===== config.mk =====
export PLATFORM = sky130hd
export DESIGN_NAME = deadline_ordered_task_queue
export DESIGN_NICKNAME = d
export VERILOG_FILES = /design/src/hw/rtl/dotq_pkg.sv /design/src/hw/rtl/deadline_ordered_task_queue.sv /design/src/hw/rtl/dotq_ctrl.sv /design/src/hw/rtl/dotq_datapath.sv
export SDC_FILE = /design/constraint.sdc
export NUM_CORES = 2
export LEC_CHECK = 0
export BUFFER_PORTS_ARGS = -buffer_cell sky130_fd_sc_hd__buf_2
export CORE_MARGIN = 4
export CORE_UTILIZATION = 38
export CTS_CLUSTER_DIAMETER = 40
export DETAILED_ROUTE_END_ITERATION = 12
export GPL_TIMING_DRIVEN = 1
export PLACE_DENSITY = 0.58
export SLEW_MARGIN = 20
export SYNTH_ARGS = -nofsm -noshare
export SYNTH_HDL_FRONTEND = slang
export SYNTH_SLANG_ARGS = --single-unit

===== constraint.sdc =====
create_clock -name clk -period 13.2 [get_ports clk]
set_input_delay 1.32 -clock clk [delete_from_list [all_inputs] [get_ports clk]]
set_output_delay 1.32 -clock clk [all_outputs]
set_load 0.01 [all_outputs]

===== src/hw/rtl/dotq_pkg.sv =====
// dotq_pkg: types, widths and codes shared by the deadline ordered task queue
// used by dotq_ctrl, dotq_datapath and deadline_ordered_task_queue; no dependencies
`timescale 1ns / 1ps

package dotq_pkg;

	localparam int DEPTH = 16;
	localparam int CntW = $clog2(DEPTH + 1);

	localparam int OpW = 2;
	localparam int IdW = 8;
	localparam int DlW = 32;
	localparam int StatusW = 2;
	localparam int TaskCountW = 5;

	localparam int InBits = OpW + IdW + DlW;
	localparam int InDataW = ((InBits + 7) / 8) * 8;
	localparam int OutBits = StatusW + 1 + 1 + IdW + DlW + TaskCountW;
	localparam int OutDataW = ((OutBits + 7) / 8) * 8;

	// operation codes; the unused code behaves as a query
	localparam logic [OpW-1:0] OP_INSERT = 2'd0;
	localparam logic [OpW-1:0] OP_REMOVE = 2'd1;
	localparam logic [OpW-1:0] OP_QUERY = 2'd2;

	// status codes
	localparam logic [StatusW-1:0] ST_OK = 2'd0;
	localparam logic [StatusW-1:0] ST_FULL = 2'd1;
	localparam logic [StatusW-1:0] ST_NOT_FOUND = 2'd2;
	localparam logic [StatusW-1:0] ST_DUPLICATE = 2'd3;

	typedef enum logic {
		S_IDLE,
		S_EXEC
	} state_t;

	// controller to datapath
	typedef struct packed {
		logic load;
		logic commit;
	} cmd_t;

	// datapath to controller
	typedef struct packed {
		logic out_busy;
	} stat_t;

endpackage


===== src/hw/rtl/deadline_ordered_task_queue.sv =====
// deadline_ordered_task_queue: top level, stream ports around controller and datapath
// depends on dotq_pkg, dotq_ctrl and dotq_datapath
`timescale 1ns / 1ps

// earliest-deadline-first ready queue holding up to dotq_pkg::DEPTH tasks (id and
// deadline), kept in rising deadline order with equal deadlines in insert order.
// each request carries insert, remove by id, or query (the spare code acts as a
// query), and each request returns exactly one response with status, membership,
// head task, head deadline and count as they stand after the request. a request
// is accepted in S_IDLE, then goes through the compare-and-shift slot array in
// S_EXEC, where every slot compares its id and deadline at once and moves by at
// most one place. the response register lets the next request be accepted while a
// response waits; a request only stalls in S_EXEC while the previous response is
// unclaimed. slot contents hold no reset; reset clears the count and response valid.

module deadline_ordered_task_queue (
	input  logic                              clk,
	input  logic                              arst_n,
	input  logic                              s_axis_tvalid,
	output logic                              s_axis_tready,
	// operation[1:0], task_id[9:2], deadline[41:10], zero fill above
	input  logic [dotq_pkg::InDataW-1:0]      s_axis_tdata,
	output logic                              m_axis_tvalid,
	input  logic                              m_axis_tready,
	// status[1:0], is_present[2], head_valid[3], head_task[11:4],
	// head_deadline[43:12], task_count[48:44], zero fill above
	output logic [dotq_pkg::OutDataW-1:0]     m_axis_tdata
);

	dotq_pkg::cmd_t cmd;
	dotq_pkg::stat_t stat;

	logic [dotq_pkg::StatusW-1:0] status;
	logic is_present;
	logic head_valid;
	logic [dotq_pkg::IdW-1:0] head_task;
	logic [dotq_pkg::DlW-1:0] head_deadline;
	logic [dotq_pkg::TaskCountW-1:0] task_count;

	dotq_ctrl u_ctrl (
		.clk       (clk),
		.arst_n    (arst_n),
		.req_valid (s_axis_tvalid),
		.req_ready (s_axis_tready),
		.stat      (stat),
		.cmd       (cmd)
	);

	dotq_datapath u_datapath (
		.clk               (clk),
		.arst_n            (arst_n),
		.cmd               (cmd),
		.stat              (stat),
		.in_operation      (s_axis_tdata[1:0]),
		.in_task_id        (s_axis_tdata[9:2]),
		.in_deadline       (s_axis_tdata[41:10]),
		.out_valid         (m_axis_tvalid),
		.out_ready         (m_axis_tready),
		.out_status        (status),
		.out_is_present    (is_present),
		.out_head_valid    (head_valid),
		.out_head_task     (head_task),
		.out_head_deadline (head_deadline),
		.out_task_count    (task_count)
	);

	// pack the response fields, highest field first
	assign m_axis_tdata = {
		(dotq_pkg::OutDataW - dotq_pkg::OutBits)'(0),
		task_count,
		head_deadline,
		head_task,
		head_valid,
		is_present,
		status
	};

endmodule


===== src/hw/rtl/dotq_ctrl.sv =====
// dotq_ctrl: sequencing state machine of the deadline ordered task queue
// depends on dotq_pkg
`timescale 1ns / 1ps

module dotq_ctrl (
	input  logic             clk,
	input  logic             arst_n,
	input  logic             req_valid,
	output logic             req_ready,
	input  dotq_pkg::stat_t  stat,
	output dotq_pkg::cmd_t   cmd
);

	dotq_pkg::state_t state_q;
	dotq_pkg::state_t state_nxt;

	always_ff @(posedge clk or negedge arst_n) begin
		if (!arst_n) begin
			state_q <= dotq_pkg::S_IDLE;
		end else begin
			state_q <= state_nxt;
		end
	end

	always_comb begin
		state_nxt = state_q;
		req_ready = 1'b0;
		cmd = '0;
		unique case (state_q)
			dotq_pkg::S_IDLE: begin
				req_ready = 1'b1;
				if (req_valid) begin
					cmd.load = 1'b1;
					state_nxt = dotq_pkg::S_EXEC;
				end
			end
			dotq_pkg::S_EXEC: begin
				// wait here while the previous response is still unclaimed
				if (!stat.out_busy) begin
					cmd.commit = 1'b1;
					state_nxt = dotq_pkg::S_IDLE;
				end
			end
			default: begin
				state_nxt = dotq_pkg::S_IDLE;
			end
		endcase
	end

endmodule


===== src/hw/rtl/dotq_datapath.sv =====
// dotq_datapath: request registers, compare-and-shift slot array, response register
// depends on dotq_pkg; driven by dotq_ctrl
`timescale 1ns / 1ps

module dotq_datapath (
	input  logic                                 clk,
	input  logic                                 arst_n,
	input  dotq_pkg::cmd_t                       cmd,
	output dotq_pkg::stat_t                      stat,
	input  logic [dotq_pkg::OpW-1:0]             in_operation,
	input  logic [dotq_pkg::IdW-1:0]             in_task_id,
	input  logic [dotq_pkg::DlW-1:0]             in_deadline,
	output logic                                 out_valid,
	input  logic                                 out_ready,
	output logic [dotq_pkg::StatusW-1:0]         out_status,
	output logic                                 out_is_present,
	output logic                                 out_head_valid,
	output logic [dotq_pkg::IdW-1:0]             out_head_task,
	output logic [dotq_pkg::DlW-1:0]             out_head_deadline,
	output logic [dotq_pkg::TaskCountW-1:0]      out_task_count
);

	// latched request
	logic [dotq_pkg::OpW-1:0] op_q;
	logic [dotq_pkg::IdW-1:0] id_q;
	logic [dotq_pkg::DlW-1:0] dl_q;

	// slot array, slot 0 is the head
	logic [dotq_pkg::IdW-1:0] slot_task_q [dotq_pkg::DEPTH];
	logic [dotq_pkg::DlW-1:0] slot_deadline_q [dotq_pkg::DEPTH];
	logic [dotq_pkg::CntW-1:0] count_q;

	logic [dotq_pkg::IdW-1:0] task_nxt [dotq_pkg::DEPTH];
	logic [dotq_pkg::DlW-1:0] deadline_nxt [dotq_pkg::DEPTH];
	logic [dotq_pkg::CntW-1:0] count_nxt;

	logic [dotq_pkg::DEPTH-1:0] occ_vec;
	logic [dotq_pkg::DEPTH-1:0] match_vec;
	logic [dotq_pkg::DEPTH-1:0] le_vec;
	logic found;
	logic full;
	logic is_ins;
	logic is_rem;
	logic do_ins;
	logic do_rem;
	logic [dotq_pkg::StatusW-1:0] status_nxt;

	// response register
	logic out_valid_q;
	logic [dotq_pkg::StatusW-1:0] out_status_q;
	logic out_present_q;
	logic out_head_valid_q;
	logic [dotq_pkg::IdW-1:0] out_head_task_q;
	logic [dotq_pkg::DlW-1:0] out_head_deadline_q;
	logic [dotq_pkg::TaskCountW-1:0] out_count_q;

	always_ff @(posedge clk) begin
		if (cmd.load) begin
			op_q <= in_operation;
			id_q <= in_task_id;
			dl_q <= in_deadline;
		end
	end

	// per-slot compares, all slots in parallel
	always_comb begin
		for (int i = 0; i < dotq_pkg::DEPTH; i++) begin
			occ_vec[i] = dotq_pkg::CntW'(i) < count_q;
			match_vec[i] = occ_vec[i] && (slot_task_q[i] == id_q);
			le_vec[i] = occ_vec[i] && (slot_deadline_q[i] <= dl_q);
		end
		found = |match_vec;
		full = count_q >= dotq_pkg::CntW'(dotq_pkg::DEPTH);
		is_ins = op_q == dotq_pkg::OP_INSERT;
		is_rem = op_q == dotq_pkg::OP_REMOVE;
	end

	always_comb begin
		priority if (is_ins) begin
			priority if (found) status_nxt = dotq_pkg::ST_DUPLICATE;
			else if (full) status_nxt = dotq_pkg::ST_FULL;
			else status_nxt = dotq_pkg::ST_OK;
		end else begin
			status_nxt = found ? dotq_pkg::ST_OK : dotq_pkg::ST_NOT_FOUND;
		end
		do_ins = is_ins && !found && !full;
		do_rem = is_rem && found;
	end

	// next slot contents: insert shifts the tail down, remove closes the gap
	always_comb begin
		logic prev_le;
		logic gone;
		logic [dotq_pkg::IdW-1:0] prev_task;
		logic [dotq_pkg::DlW-1:0] prev_dl;
		prev_le = 1'b1;
		gone = 1'b0;
		prev_task = '0;
		prev_dl = '0;
		count_nxt = count_q;
		for (int i = 0; i < dotq_pkg::DEPTH; i++) begin
			task_nxt[i] = slot_task_q[i];
			deadline_nxt[i] = slot_deadline_q[i];
		end
		if (do_ins) begin
			count_nxt = count_q + 1'b1;
			for (int i = 0; i < dotq_pkg::DEPTH; i++) begin
				if (!le_vec[i]) begin
					if (prev_le) begin
						task_nxt[i] = id_q;
						deadline_nxt[i] = dl_q;
					end else begin
						task_nxt[i] = prev_task;
						deadline_nxt[i] = prev_dl;
					end
				end
				prev_le = le_vec[i];
				prev_task = slot_task_q[i];
				prev_dl = slot_deadline_q[i];
			end
		end
		if (do_rem) begin
			count_nxt = count_q - 1'b1;
			for (int i = 0; i < dotq_pkg::DEPTH - 1; i++) begin
				gone = gone | match_vec[i];
				if (gone) begin
					task_nxt[i] = slot_task_q[i+1];
					deadline_nxt[i] = slot_deadline_q[i+1];
				end
			end
		end
	end

	always_ff @(posedge clk) begin
		if (cmd.commit) begin
			for (int i = 0; i < dotq_pkg::DEPTH; i++) begin
				slot_task_q[i] <= task_nxt[i];
				slot_deadline_q[i] <= deadline_nxt[i];
			end
		end
	end

	always_ff @(posedge clk or negedge arst_n) begin
		if (!arst_n) begin
			count_q <= '0;
			out_valid_q <= 1'b0;
		end else begin
			if (cmd.commit) begin
				count_q <= count_nxt;
			end
			if (cmd.commit) begin
				out_valid_q <= 1'b1;
			end else if (out_ready) begin
				out_valid_q <= 1'b0;
			end
		end
	end

	// a removed id is gone afterwards, a fresh insert is held afterwards
	always_ff @(posedge clk) begin
		if (cmd.commit) begin
			out_status_q <= status_nxt;
			out_present_q <= (found && !is_rem) || do_ins;
			out_head_valid_q <= count_nxt != '0;
			out_head_task_q <= (count_nxt != '0) ? task_nxt[0] : '0;
			out_head_deadline_q <= (count_nxt != '0) ? deadline_nxt[0] : '0;
			out_count_q <= dotq_pkg::TaskCountW'(count_nxt);
		end
	end

	assign stat.out_busy = out_valid_q && !out_ready;
	assign out_valid = out_valid_q;
	assign out_status = out_status_q;
	assign out_is_present = out_present_q;
	assign out_head_valid = out_head_valid_q;
	assign out_head_task = out_head_task_q;
	assign out_head_deadline = out_head_deadline_q;
	assign out_task_count = out_count_q;

`ifndef NO_ASSERTIONS
	a_count_bound: assert property (@(posedge clk) disable iff (!arst_n)
		count_q <= dotq_pkg::CntW'(dotq_pkg::DEPTH))
		else $error("held count beyond depth");

	a_no_overwrite: assert property (@(posedge clk) disable iff (!arst_n)
		cmd.commit |-> !(out_valid_q && !out_ready))
		else $error("response overwritten before it was taken");

	a_commit_shows: assert property (@(posedge clk) disable iff (!arst_n)
		cmd.commit |=> out_valid_q)
		else $error("committed request produced no response");

	a_count_only_on_commit: assert property (@(posedge clk) disable iff (!arst_n)
		!cmd.commit |=> $stable(count_q))
		else $error("count changed without a commit");

	a_head_ordered: assert property (@(posedge clk) disable iff (!arst_n)
		count_q >= dotq_pkg::CntW'(2) |-> slot_deadline_q[0] <= slot_deadline_q[1])
		else $error("head deadline above second slot");
`endif

endmodule

==> summary.txt <==
Outcome
  – Status: completed

Yosys
  – Post-Syn Area: between 50000 and 60000 um^2
  – Synth Register Bits: approximately 740
  – Share of flip-flops with an asynchronous set or reset: 0.009485
  – Synth Instances: about 5200
  – Sequential fraction of the synthesis area: 0.4135
  – Synth warnings: 0
  – Post-synth EDFFs: approximately 730
  – Synth Flop Type: edfxtp_1
  – Syn_area_per_cell: about 10 um^2
  – Netlist cell types: slightly above 70

Run
  – Max-cap viol count: 0

Cells and area
  – Post-route insts no fill: approximately 7200
  – Final Instance Area: ~61000 um^2
  – Filler cell count: around 13000
  – Share of layout cells above drive strength 1: 0.1420
  – Reg area: ~22000 um^2
  – Area grow syn2layout: 14.71%
  – # nets final: approximately 5700
  – Fin util: 0.4394
  – Area taken by multi-input logic gates: 29790 um^2

Timing
  – F_max: around 130 MHz
  – Post-route minimum period: about 7.7 ns
  – Min setup slack post-route: between 5 and 6 ns
  – RSZ-0062 raised after global routing: false
  – Count of final setup violators: 0
  – Slew headroom: 0.2148
  – Setup Skew: about 0.047 ns
  – Period utilization: 0.5803
  – WHS: about 0.42 ns
  – Transition time of the tightest slew-check pin: between 1 and 1.5 ns
  – Setup TNS Final: 0 ns
  – Slew Viols, Final: 0
  – Hold Vio Cnt, Final: 0

Worst setup path
  – Slowest Stage Delay on Critical Path: ~1.1 ns
  – Startpoint types: register
  – FF-to-FF Start: u_datapath.count_q[2]
  – Critical Path RT: approximately 14 ns
  – Critical Path AT: 8.21 ns
  – Max FO, Critical Path: about 40
  – CP Cell Sequence: nor3_2 -> nand2_1 -> and4_1 -> a31oi_1 -> and3_1 -> buf_4 -> nand3_1 -> inv_1 -> ha_1 -> nor2b_2 -> and3_2 -> nand2_1 -> buf_4 -> o221ai_1
  – CP startpoint: u_datapath.count_q[2]
  – Crit Path Class: register to register
  – Crit end category: register
  – CP max stage cell: and3_2

Clock network
  – CTS tree: built
  – Resize count post-CTS: 0
  – Setup Fix Bufs, Post-CTS: 0
  – CTS Buf Count: between 100 and 150
  – Sink Count: around 740
  – H-tree lvl count: 4
  – Clock slew at reported path FFs: 0.05 ns
  – Hold-fix buffers at CTS: 0
  – Clock buffer depth: 3
  – Clk root buf: clkbuf_16
  – Clk Latency, worst-skew pair: around 0.78 ns

Global route
  – GR peak layer: met2
  – Grt total ovfl: 0
  – Met1 usage: 0.3246
  – Overall Global Routing Usage: 0.2392
  – Antenna violations before repair: 9
  – Met2 Usage GRT: 0.3775
  – Largest net degree at the start of global routing: between 100 and 150
  – First-pass GRT wire length: about 270 mm
  – Vias in the first global route: 41990
  – Met3 GRT Util: 0.04621

Drt
  – WL per Instance: between 20 and 30 um
  – Routed wire length: approximately 180 mm
  – First drt pass iteration count: 5
  – DRC Markers: 0
  – Routed Antenna Nets: 0
  – Starting DRT DRC Count: 3946
  – Via density: around 6
  – Vias: approximately 43000

Floorplan
  – # IOs: 110
  – CORE AREA: between 100000 and 150000 um^2
  – Rows: between 100 and 150
  – Area of the die: ~150000 um^2
  – DIE WIDTH: approximately 380 um
  – Initial Util: 0.3830
  – Die height: about 380 um

Placed design
  – DP Area: between 50000 and 60000 um^2
  – Setup WS pre-CTS: between 5 and 6 ns
  – Port buffer count: 96
  – Placed Cells incl. Taps: roughly 6900
  – DPL Wire Length: 125.6 mm
  – Gpl congestion: around 0.9

Worst hold path
  – Hold WC Path Type: primary input to asynchronous set/reset pin

Pwr
  – PD cells: just under 300 nW/um^2
  – Pleak: between 20 and 25 nW
  – Peak VDD IR: 217.4 uV
  – Total power: between 15 and 20 mW
-- cell usage after synthesis, drive strengths merged, types with 6 or more instances --
library cell	number	area [um^2]
edfxtp	731	21950
mux2i	512	5125
nand2	503	1888
ha	484	6056
o21ai	420	2102
clkbuf	287	1077
nor2	282	1059
a21o	229	1719
a21oi	211	1060
mux2	206	2320
a211oi	134	1056
nand4	123	769.5
o221ai	120	1051
inv	117	439.2
nand3	116	580.6
buf	97	496.7
xnor2	88	770.7
nor3	74	380.4
o211ai	54	405.4
xor2	45	394.1
a221o	41	410.4
a22oi	41	307.8
nor2b	40	250.2
o21a	35	262.8
o211a	30	300.3
nor4	23	173.9
o31ai	14	105.1
and3	10	62.56
nand2b	8	50.05
dfrtp	7	175.2
a211o	6	52.55
a31oi	6	52.55
o31a	6	52.55
or3	6	42.54
-- power by group --
part	total (mW)	internal [mW]	switching, mW
clock	3.89	2.50	1.39
combinational	8.30	3.49	4.80
sequential	5.68	4.37	1.31
total	17.9	10.4	7.51
-- worst max-delay path, delay by kind of cell (launching register included) --
kind	cells	cell delay, ns
buffers and inverters	3	1.00
DFF	1	0.60
and+or+nand+nor	8	4.55
AOI/OAI and AO/OA	2	0.94
adders and majority gates	1	0.26
-- metal layers --
| layer | routed length, um | vias to the layer above |
|---|---|---|
| li1 | - | 19840 |
| met1 | 78890 | 21140 |
| met2 | 81470 | 1669 |
| met3 | 13760 | 323 |
| met4 | 6429 | 6 |
| met5 | 46 | - |
-- sequential cells by signal, indices dropped and copies added (netlist names), 2 cells and up --
| register | count |
|---|---|
| u_datapath.dl_q | 32 |
| u_datapath.out_head_deadline | 32 |
| u_datapath.slot_task_q | 128 |
| u_datapath.id_q | 8 |
| u_datapath.out_status | 2 |
| u_datapath.out_task_count | 5 |
| u_datapath.count_q | 5 |
| u_datapath.slot_deadline_q | 512 |
| u_datapath.out_head_task | 8 |
| u_datapath.op_q | 2 |
-- path summary, 6_finish.rpt --
check                      depth (start not counted)                            endpoint  slack (ns)
setup / recovery                                  14  u_datapath.slot_deadline_q[0][228]        5.54
hold / removal                                     1                u_datapath.out_valid        0.42
setup reg to reg                                  14  u_datapath.slot_deadline_q[0][228]        5.54
hold reg to reg                                    2  u_datapath.slot_deadline_q[1][213]        0.51
max in group asynchronous                          1               u_datapath.count_q[2]       12.51
min in group clk                                   2  u_datapath.slot_deadline_q[1][213]        0.51
-- kinds of logic after synthesis --
logic type | share of synthesized area
buf+inv | 0.03762
xor+xnor | 0.02177
fa+ha+maj | 0.1132
simple gates | 0.1016
compound gates | 0.1731
other cells | 0.00007008
flops | 0.4135
mux | 0.1391
-- cell type report --
class | instances | area share
clock inverter | 104 | 0.02063
inverter | 117 | 0.007216
tap | 1876 | 0.03824
multi-input combinational | 3937 | 0.4853
timing repair buffer | 229 | 0.02507
sequential | 738 | 0.3605
clock buffer | 170 | 0.06288
antenna | 5 | 0.0002038
-- cells in the final DEF, fill, tap and decap left out, drive strengths merged, types with 123 or more instances in the layout --
master	n
edfxtp	731
nand2	503
o21ai	420
a211oi	134
ha	484
nand4	123
buf	229
nor2	282
mux2	206
a21oi	211
inv	138
a21o	229
clkbuf	170
mux2i	512
(Power assumes the default switching activity.)
